--- src/rtl/deq_pkg.sv ---
// Shared types and constants for the double-ended queue.
// No dependencies; used by double_ended_queue.

package deq_pkg;

    localparam int unsigned CAPACITY_DEF = 16;
    localparam int unsigned DATA_W       = 32;
    localparam int unsigned ACTION_W     = 2;

    typedef enum logic [ACTION_W-1:0] {
        ACT_PUSH_FRONT = 2'd0,
        ACT_PUSH_BACK  = 2'd1,
        ACT_POP_FRONT  = 2'd2,
        ACT_POP_BACK   = 2'd3
    } t_action;

endpackage

--- src/rtl/double_ended_queue.sv ---
// Bounded double-ended queue of signed 32-bit values in a ring buffer.
// Depends on deq_pkg for action codes, widths and the default capacity.
//
// Usage:
//   Input channel (i_valid / o_ready) carries one transaction: an action
//   (push front, push back, pop front, pop back) and a push value.
//   Output channel (o_valid / i_ready) returns exactly one result per
//   transaction: success flag, popped value (zero unless a pop succeeded)
//   and the empty flag after the step.
//   A result appears the cycle after its transaction is accepted.
//   Throughput is one transaction per cycle while the receiver takes each
//   result; the front pointer and element count update at acceptance, and
//   the element store is a single-port synchronous memory with a registered read.
//   A push writes the memory at acceptance; a pop accepted after it reads
//   the memory at its own acceptance, so no forwarding path is needed.
//   Reset empties the queue (front pointer and count to zero) and drops
//   any pending result. Stored data is not cleared.
//   When the receiver stalls, the result register holds and o_ready drops
//   until the result is taken; it rises again in the cycle i_ready is high.

module double_ended_queue #(
    parameter int unsigned CAPACITY = deq_pkg::CAPACITY_DEF
) (
    input  logic                              i_clk,
    input  logic                              i_rst_n,
    input  logic                              i_valid,
    output logic                              o_ready,
    input  logic [deq_pkg::ACTION_W-1:0]      i_action,
    input  logic signed [deq_pkg::DATA_W-1:0] i_push_value,
    output logic                              o_valid,
    input  logic                              i_ready,
    output logic                              o_success,
    output logic signed [deq_pkg::DATA_W-1:0] o_popped_value,
    output logic                              o_now_empty
);

    localparam int unsigned IW = (CAPACITY > 1) ? $clog2(CAPACITY) : 1;
    localparam int unsigned CW = $clog2(CAPACITY + 1);
    localparam int unsigned SW = CW + 1;

    localparam logic [IW-1:0] LAST_IDX = IW'(CAPACITY - 1);
    localparam logic [CW-1:0] CAP_CNT  = CW'(CAPACITY);
    localparam logic [SW-1:0] CAP_SUM  = SW'(CAPACITY);

    logic [deq_pkg::DATA_W-1:0] mem [CAPACITY];

    logic [IW-1:0] r_front, n_front;
    logic [CW-1:0] r_count, n_count;
    logic          r_valid;
    logic          r_success;
    logic          r_is_pop;
    logic          r_empty;
    logic [deq_pkg::DATA_W-1:0] r_rd_data;

    logic          accept;
    logic          full;
    logic          empty;
    logic          ok;
    logic          is_pop;
    logic          mem_we;
    logic          mem_re;
    logic [IW-1:0] addr;
    logic [IW-1:0] front_prev;
    logic [IW-1:0] front_next;
    logic [IW-1:0] back_idx;
    logic [IW-1:0] tail_idx;
    logic [SW-1:0] back_sum;
    logic [SW-1:0] tail_sum;
    logic [CW-1:0] count_m1;
    deq_pkg::t_action action;

    assign action  = deq_pkg::t_action'(i_action);
    assign o_ready = !r_valid || i_ready;
    assign accept  = i_valid && o_ready;
    assign full    = (r_count == CAP_CNT);
    assign empty   = (r_count == '0);
    assign count_m1 = r_count - CW'(1);

    // ring positions
    assign front_prev = (r_front == '0) ? LAST_IDX : r_front - IW'(1);
    assign front_next = (r_front == LAST_IDX) ? '0 : r_front + IW'(1);
    assign back_sum   = SW'(r_front) + SW'(r_count);
    assign tail_sum   = SW'(r_front) + SW'(count_m1);
    assign back_idx   = (back_sum >= CAP_SUM) ? IW'(back_sum - CAP_SUM) : IW'(back_sum);
    assign tail_idx   = (tail_sum >= CAP_SUM) ? IW'(tail_sum - CAP_SUM) : IW'(tail_sum);

    always_comb begin
        n_front = r_front;
        n_count = r_count;
        ok      = 1'b0;
        is_pop  = 1'b0;
        addr    = r_front;
        case (action)
            deq_pkg::ACT_PUSH_FRONT: begin
                ok   = !full;
                addr = front_prev;
                if (ok) begin
                    n_front = front_prev;
                    n_count = r_count + CW'(1);
                end
            end
            deq_pkg::ACT_PUSH_BACK: begin
                ok   = !full;
                addr = back_idx;
                if (ok) begin
                    n_count = r_count + CW'(1);
                end
            end
            deq_pkg::ACT_POP_FRONT: begin
                ok     = !empty;
                is_pop = 1'b1;
                addr   = r_front;
                if (ok) begin
                    n_front = front_next;
                    n_count = count_m1;
                end
            end
            default: begin
                ok     = !empty;
                is_pop = 1'b1;
                addr   = tail_idx;
                if (ok) begin
                    n_count = count_m1;
                end
            end
        endcase
    end

    assign mem_we = accept && ok && !is_pop;
    assign mem_re = accept && ok && is_pop;

    always_ff @(posedge i_clk) begin
        if (mem_we) begin
            mem[addr] <= i_push_value;
        end
    end

    always_ff @(posedge i_clk) begin
        if (mem_re) begin
            r_rd_data <= mem[addr];
        end
    end

    always_ff @(posedge i_clk) begin
        if (!i_rst_n) begin
            r_front <= '0;
            r_count <= '0;
            r_valid <= 1'b0;
        end else begin
            if (accept) begin
                r_front <= n_front;
                r_count <= n_count;
                r_valid <= 1'b1;
            end else if (i_ready) begin
                r_valid <= 1'b0;
            end
        end
    end

    always_ff @(posedge i_clk) begin
        if (accept) begin
            r_success <= ok;
            r_is_pop  <= is_pop;
            r_empty   <= (n_count == '0);
        end
    end

    assign o_valid        = r_valid;
    assign o_success      = r_success;
    assign o_now_empty    = r_empty;
    assign o_popped_value = (r_success && r_is_pop) ? r_rd_data : '0;

endmodule
--- config.mk ---
export PLATFORM = sky130hd
export DESIGN_NAME = double_ended_queue
export DESIGN_NICKNAME = d
export VERILOG_FILES = /design/src/rtl/deq_pkg.sv /design/src/rtl/double_ended_queue.sv
export SDC_FILE = /design/constraint.sdc
export NUM_CORES = 1
export LEC_CHECK = 0
export BUFFER_PORTS_ARGS = -buffer_cell sky130_fd_sc_hd__buf_2
export CORE_AREA = 2 2 234 236
export DETAILED_ROUTE_END_ITERATION = 16
export DIE_AREA = 0 0 236 238
export PLACE_DENSITY = 0.68
export SYNTH_ARGS = -nofsm -noshare
export SYNTH_HDL_FRONTEND = slang
export SYNTH_SLANG_ARGS = --single-unit
--- constraint.sdc ---
create_clock -name i_clk -period 4.2 [get_ports i_clk]
set_input_delay 0.84 -clock i_clk [delete_from_list [all_inputs] [get_ports i_clk]]
set_output_delay 0.84 -clock i_clk [all_outputs]
set_load 0.02 [all_outputs]
### Word-level counts from Yosys, hierarchy flattened

Memory sizes are Yosys's and may differ from the RTL's. A register that Yosys moved wholly into a read port is not among the register bits.
Cells that the tools add are included.

| cells by class | value |
|---|---|
| add/subtract/negate cells | 8 |
| multipliers | 0 |
| divide/modulo/power cells | 0 |
| $lt $le $gt $ge | 2 |
| eq/ne operators | 6 |
| shift operators | 0 |
| muxes and demuxes | 18 |
| bitwise operators | 0 |
| reductions and logical operators | 17 |

Operators by type and width:

| cell | count |
|---|---|
| $mux W32 | 1 |
| $mux W4 | 6 |
| $mux W5 | 3 |
| $add A4 B5 Y6 | 2 |
| $ge A6 B5 Y1 const B | 2 |
| $pmux W4 S3 | 1 |
| $sub A4 B1 Y4 const B | 3 |
| $logic_not A5 Y1 | 2 |
| $pmux W4 S2 | 1 |
| $mux W1 | 6 |
| $add A5 B1 Y5 const B | 1 |
| $eq A5 B5 Y1 const B | 1 |
| $logic_and A1 B1 Y1 | 5 |
| $sub A5 B1 Y5 const B | 1 |
| $add A4 B1 Y4 const B | 1 |
| $eq A4 B4 Y1 const B | 1 |
| $logic_not A4 Y1 | 1 |
| $ne A2 B2 Y1 const B | 2 |
| $reduce_and A4 Y1 | 1 |
| $reduce_bool A2 Y1 | 2 |
| $logic_not A1 Y1 | 3 |
| $eq A2 B1 Y1 const B | 1 |
| $eq A2 B2 Y1 const B | 1 |
| $logic_not A2 Y1 | 1 |
| 2 further kinds | 2 |

| word-level totals | value |
|---|---|
| register bits | 13 |
| bits in latches | 0 |
| memory bits (writable) | 512 |
| ROM bits | 0 |
| input port bits | 38 |
| memories | 1 |

Memories:

| memory | depth | bits a word | rd ports | clocked after memory_dff | write ports | line | text |
|---|---|---|---|---|---|---|---|
| mem | 16 | 32 | 1 | 1 | 1 | double_ended_queue.sv:45 | `logic [deq_pkg::DATA_W-1:0] mem [CAPACITY];` |

### Logic depth before layout (Yosys ltp)

| logic depth | value |
|---|---|
| depth in word-level cells | 7 |
| depth in mapped cells | 16 |

### Least setup slack after synthesis

No wires, ideal clock.

| timing path | value |
|---|---|
| path kind | in2reg |
| start point | input i_action[1] (netlist bit) |
| end point | memory mem[13][0] (netlist bit) (enable) |
| setup time | 391 ps |
| arrival time | 3632 ps |
| setup slack | 176 ps |
| cell stages on the path | 11 |
| path buffers | 2 |
| cell sequence | nand2b_2 -> xnor2_1 -> ha_1 -> inv_1 -> fa_1 -> xnor2_1 -> nand2_1 -> o21ai_1 -> clkbuf_1 -> clkbuf_1 -> and4_1 |

| on the way | value |
|---|---|
| longest elaborated chain between the ends | 7 |
| elaborated cells between the ends (all ways) | 10 |
| classes of those cells | eq/ne (2); mux (4); reduce/logical (4) |

Ends and longest elaborated chain:

| what | line | text |
|---|---|---|
| from (decl) | double_ended_queue.sv:28 | `input logic [deq_pkg::ACTION_W-1:0] i_action,` |
| $eq A2 B1 Y1 or $logic_not A2 Y1 (tied branches) | double_ended_queue.sv:93 | `case (action)` |
| $reduce_or A2 Y1 (no line) | n/a |  |
| $mux W1 | n/a |  |
| $logic_and A1 B1 Y1 (2 in a row) | double_ended_queue.sv:129 | `assign mem_we = accept && ok && !is_pop;` |
| $mux W1 | double_ended_queue.sv:133 | `if (mem_we) begin` |
| $mux W1 (implied by the code) | double_ended_queue.sv:134 | `mem[addr] <= i_push_value;` |
| to (decl) | double_ended_queue.sv:45 |  |

Parallel ways exist; a longest one is shown, timed or not.

### Worst setup path after layout

| timing path | value |
|---|---|
| start point | register r_count[1] |
| end point | register r_rd_data[10] (netlist bit), read port of mem, data pin |

| on the way | value |
|---|---|
| longest elaborated chain between the ends | 5 |
| elaborated cells between the ends (all ways) | 17 |
| classes of those cells | add/sub (5); order compare (2); eq/ne (1); mux (4); reduce/logical (5) |

Ends and longest elaborated chain:

| what | line | text |
|---|---|---|
| from (decl) | double_ended_queue.sv:48 | `logic [CW-1:0] r_count, n_count;` |
| from (signal assigned) | double_ended_queue.sv:152 | `r_count <= n_count;` |
| $sub A5 B1 Y5, or another cell as far along | double_ended_queue.sv:77 | `assign count_m1 = r_count - CW'(1);` |
| $add A4 B5 Y6, or another cell as far along | double_ended_queue.sv:83 | `assign tail_sum = SW'(r_front) + SW'(count_m1);` |
| $ge A6 B5 Y1, or another cell as far along | double_ended_queue.sv:85 | `assign tail_idx = (tail_sum >= CAP_SUM) ? IW'(tail_sum - CAP_SUM) : IW'(tail_sum);` |
| $mux W4 or $logic_and A1 B1 Y1 (tied branches) | double_ended_queue.sv:85, double_ended_queue.sv:130 |  |
| $pmux W4 S3 or $logic_and A1 B1 Y1 (tied branches) | double_ended_queue.sv:93, double_ended_queue.sv:130 |  |
| to (decl) | double_ended_queue.sv:53 | `logic [deq_pkg::DATA_W-1:0] r_rd_data;` |

Parallel ways exist; a longest one is shown, timed or not.
A chain may end at the register's enable or synchronous reset.

==> qor.txt <==
Port Buffer Count: 73
Initial DRC Count: 1554
GPL Wtd Cong: 0.790
vias per cell: 6.76
RSZ-0062 raised after global routing: no
flop2flop setup slack: 310 ps
synth unique cells: 59
GRT Total Usage: 24.2%
WP data required: 4570 ps
Top FF cell, synth: edfxtp_1
Inst Count DP: 2469
pre-CTS setup slack: -28.7 ps
Resize count post-CTS: 0
clock sinks: 557
Period minus WS final: 3890 ps
CTS Buf Count: 56
CP Launch Point: r_count[1]$_SDFFE_PN0P_
status: complete, no violations
number of enable flip-flop cells after synthesis: 547
Final Setup Violations: 0
Syn Nets: 1833
GRT overflow: 0
DRT Wirelength: 69.1 mm
number of buffers and inverters on the critical path: 4
Reg clk slew, reported paths: 60 ps
CTS H-tree depth: 2
Critical-path top delay cell: fa_4
wire length of the first global-routing pass: 105 mm
Max Cap Viol: 0
clk buf depth: 3
Tcrit/Tclk final: 92.7%
end-of-flow core utilization: 56.8%
fin. max-slew vios: 0
antenna violations before repair: 2
part of the power in registers: 41.0%
Net Switching: 0.00447 W
Worst-Margin Slew: 1180 ps
Area Overhead vs Synth: 14.0%
total number of vias: 17.4k
Fillers: 4116
VDD IR max: 0.000384 V
DP HPWL: 38.4 mm
worst relative slew slack: 21.1%
worst-path maximum fanout: 24
die width: 236 um
Setup Buffers After CTS: 0
Clock power frac: 32.0%
WHS Path Cells: 3
Die Span Y: 238 um
core area: 53500 um^2
DRC Markers: 0
iteration count of the initial detailed-routing pass: 5
RR Endpoint: r_rd_data[10]$_DFFE_PP_
Final nets: 1878
worst skew pair latency: 640 ps
WL per Instance: 26.9 um
Hold WC Path Type: primary input to register
mean area per synthesized cell: 14.9 um^2
row count: 85
commonest non-fill, non-tap cell in the layout: edfxtp_1
initial cell density of the core: 49.8%
Worst setup SP type: register
Crit. End Element: register
LEAKAGE: 10.1 nW
skew final: 24.1 ps
CP cell instances: inv_1 > ha_1 > nand2_1 > o21a_1 > inv_1 > fa_4 > buf_12 > buf_12 > mux2_2 > a221oi_1 > o22ai_1 > o21ai_1 > mux2i_1
Clk Tree Root Cell: clkbuf_16
pwr dens: 517 nW/um^2
Post-Layout Cell Count: 2569
Ports: 74
Gate power share: 27.1%
Mapped Cells: 1786
Worst Slack Setup Final: 308 ps
WHS Endpoint: o_valid$_SDFFE_PN0P_
CTS tree: built
RR Startpoint: r_count[1]$_SDFFE_PN0P_
kind of critical path: register to register
Yosys reg bits: 557
vias in the first global route: 17.9k
final hold viol count: 0
largest net degree at the start of global routing: 173
most frequent cells in the layout: 547 x edfxtp_1, 255 x mux2_2, 254 x a221oi_1
layout cells sized above 1: 28.2%
Top Family by Delay on Critical Path: adder cells
asr flop ratio synth: 0%
Hold Startpoint: i_valid
Reg2Reg Depth: 13
Max Freq: 0.257 GHz
WP data arrival: 4260 ps
Yosys warnings: 0
P_int: 0.0112 W
Sw Ratio: 28.4%
die area: 56200 um^2
Mapped Area: 26700 um^2
slowest stage delay, CP: 860 ps
Post-CTS Hold Fix Bufs: 0
sequential fraction of the synthesis area: 62.4%
post-route ant nets: 0
[power by group through the flow]
| stage | logic (W) | clock network (W) | registers, W |
|---|---|---|---|
| finish | 0.00425 | 0.00502 | 0.00644 |
| detailed placement | 0.00423 | 0 | 0.00655 |
| floorplan | 0.00302 | 0 | 0.00651 |
| global route | 0.00455 | 0.00531 | 0.00645 |
| global placement | 0.00412 | 0 | 0.00654 |
| CTS | 0.00425 | 0.00509 | 0.00643 |
[worst max path at each step]
stage,to,cells past startpoint
2_1_floorplan,mem[13][0]$_DFFE_PP_,11
3_3_place_gp,r_rd_data[23]$_DFFE_PP_,13
3_5_place_dp,r_rd_data[10]$_DFFE_PP_,13
4_1_cts,r_rd_data[10]$_DFFE_PP_,13
5_1_grt,r_rd_data[2]$_DFFE_PP_,13
6_report,r_rd_data[10]$_DFFE_PP_,13
[routing by layer]
layer | GRT usage [%] | routed length, um | up-vias
met2 | 42.7 | 35000 | 675
met5 | 0 | 13 | -
met4 | 8.40 | 1870 | 2
met1 | 30.6 | 27600 | 8916
li1 | - | - | 7635
met3 | 3.54 | 4520 | 139
[stage by stage]
stage,power [W],TNS (ps),hold WS [ps],instance area (um^2)
floorplan,0.00953,0,574,26700
CTS,0.0158,0,444,30400
finish,0.0157,0,478,30400
global placement,0.0107,0,512,28600
detailed placement,0.0108,-28.7,533,28600
global route,0.0163,0,473,30400
[tightest hold or removal path, stage by stage]
cell	delay, ps
buf_2	100
inv_1	40
a21boi_0	60
[synthesized netlist by cell type (11+ instances only)]
master      n  area share [%]
edfxtp_1  547              62
mux2_2    255              11
a221oi_1  254             8.3
mux2i_1   165             6.2
clkbuf_1  136             1.9
o22ai_1    64             1.5
o221ai_1   62             2.0
o21ai_1    56             1.1
and3_1     45             1.1
buf_2      29            0.54
nand2_1    18            0.25
nor2_1     13            0.18
o21ai_0    12            0.23
inv_1      11            0.15
[registers in the layout (all words and copies together), names as in the netlist]
signal	cells
mem	512
r_rd_data	32
r_count	5
r_front	4
o_now_empty	1
o_success	1
o_valid	1
r_is_pop	1
[kinds of logic after synthesis]
group	after synthesis	share of synthesized area, %
AO/OA/AOI/OAI	481	14.1
XOR/XNOR	12	0.446
adder cells (fa/ha/maj)	9	0.451
buffers and inverters	191	3.05
flip-flops	557	62.4
multiplexers	421	17.0
AND/OR/NAND/NOR	115	2.56
[area by class of cell]
type                            instances  area [um^2]  area share, %
Sequential cell                       557        16600           54.7
Multi-Input combinational cell       1038         9300           30.6
Timing Repair Buffer                  166         1740           5.71
Clock buffer                           65         1460           4.79
Tap cell                              696          871           2.86
Clock inverter                         34          368           1.21
Inverter                               12         45.0          0.148
Antenna cell                            1         2.50        0.00823
Note: power is estimated with default switching activity, not from simulation.
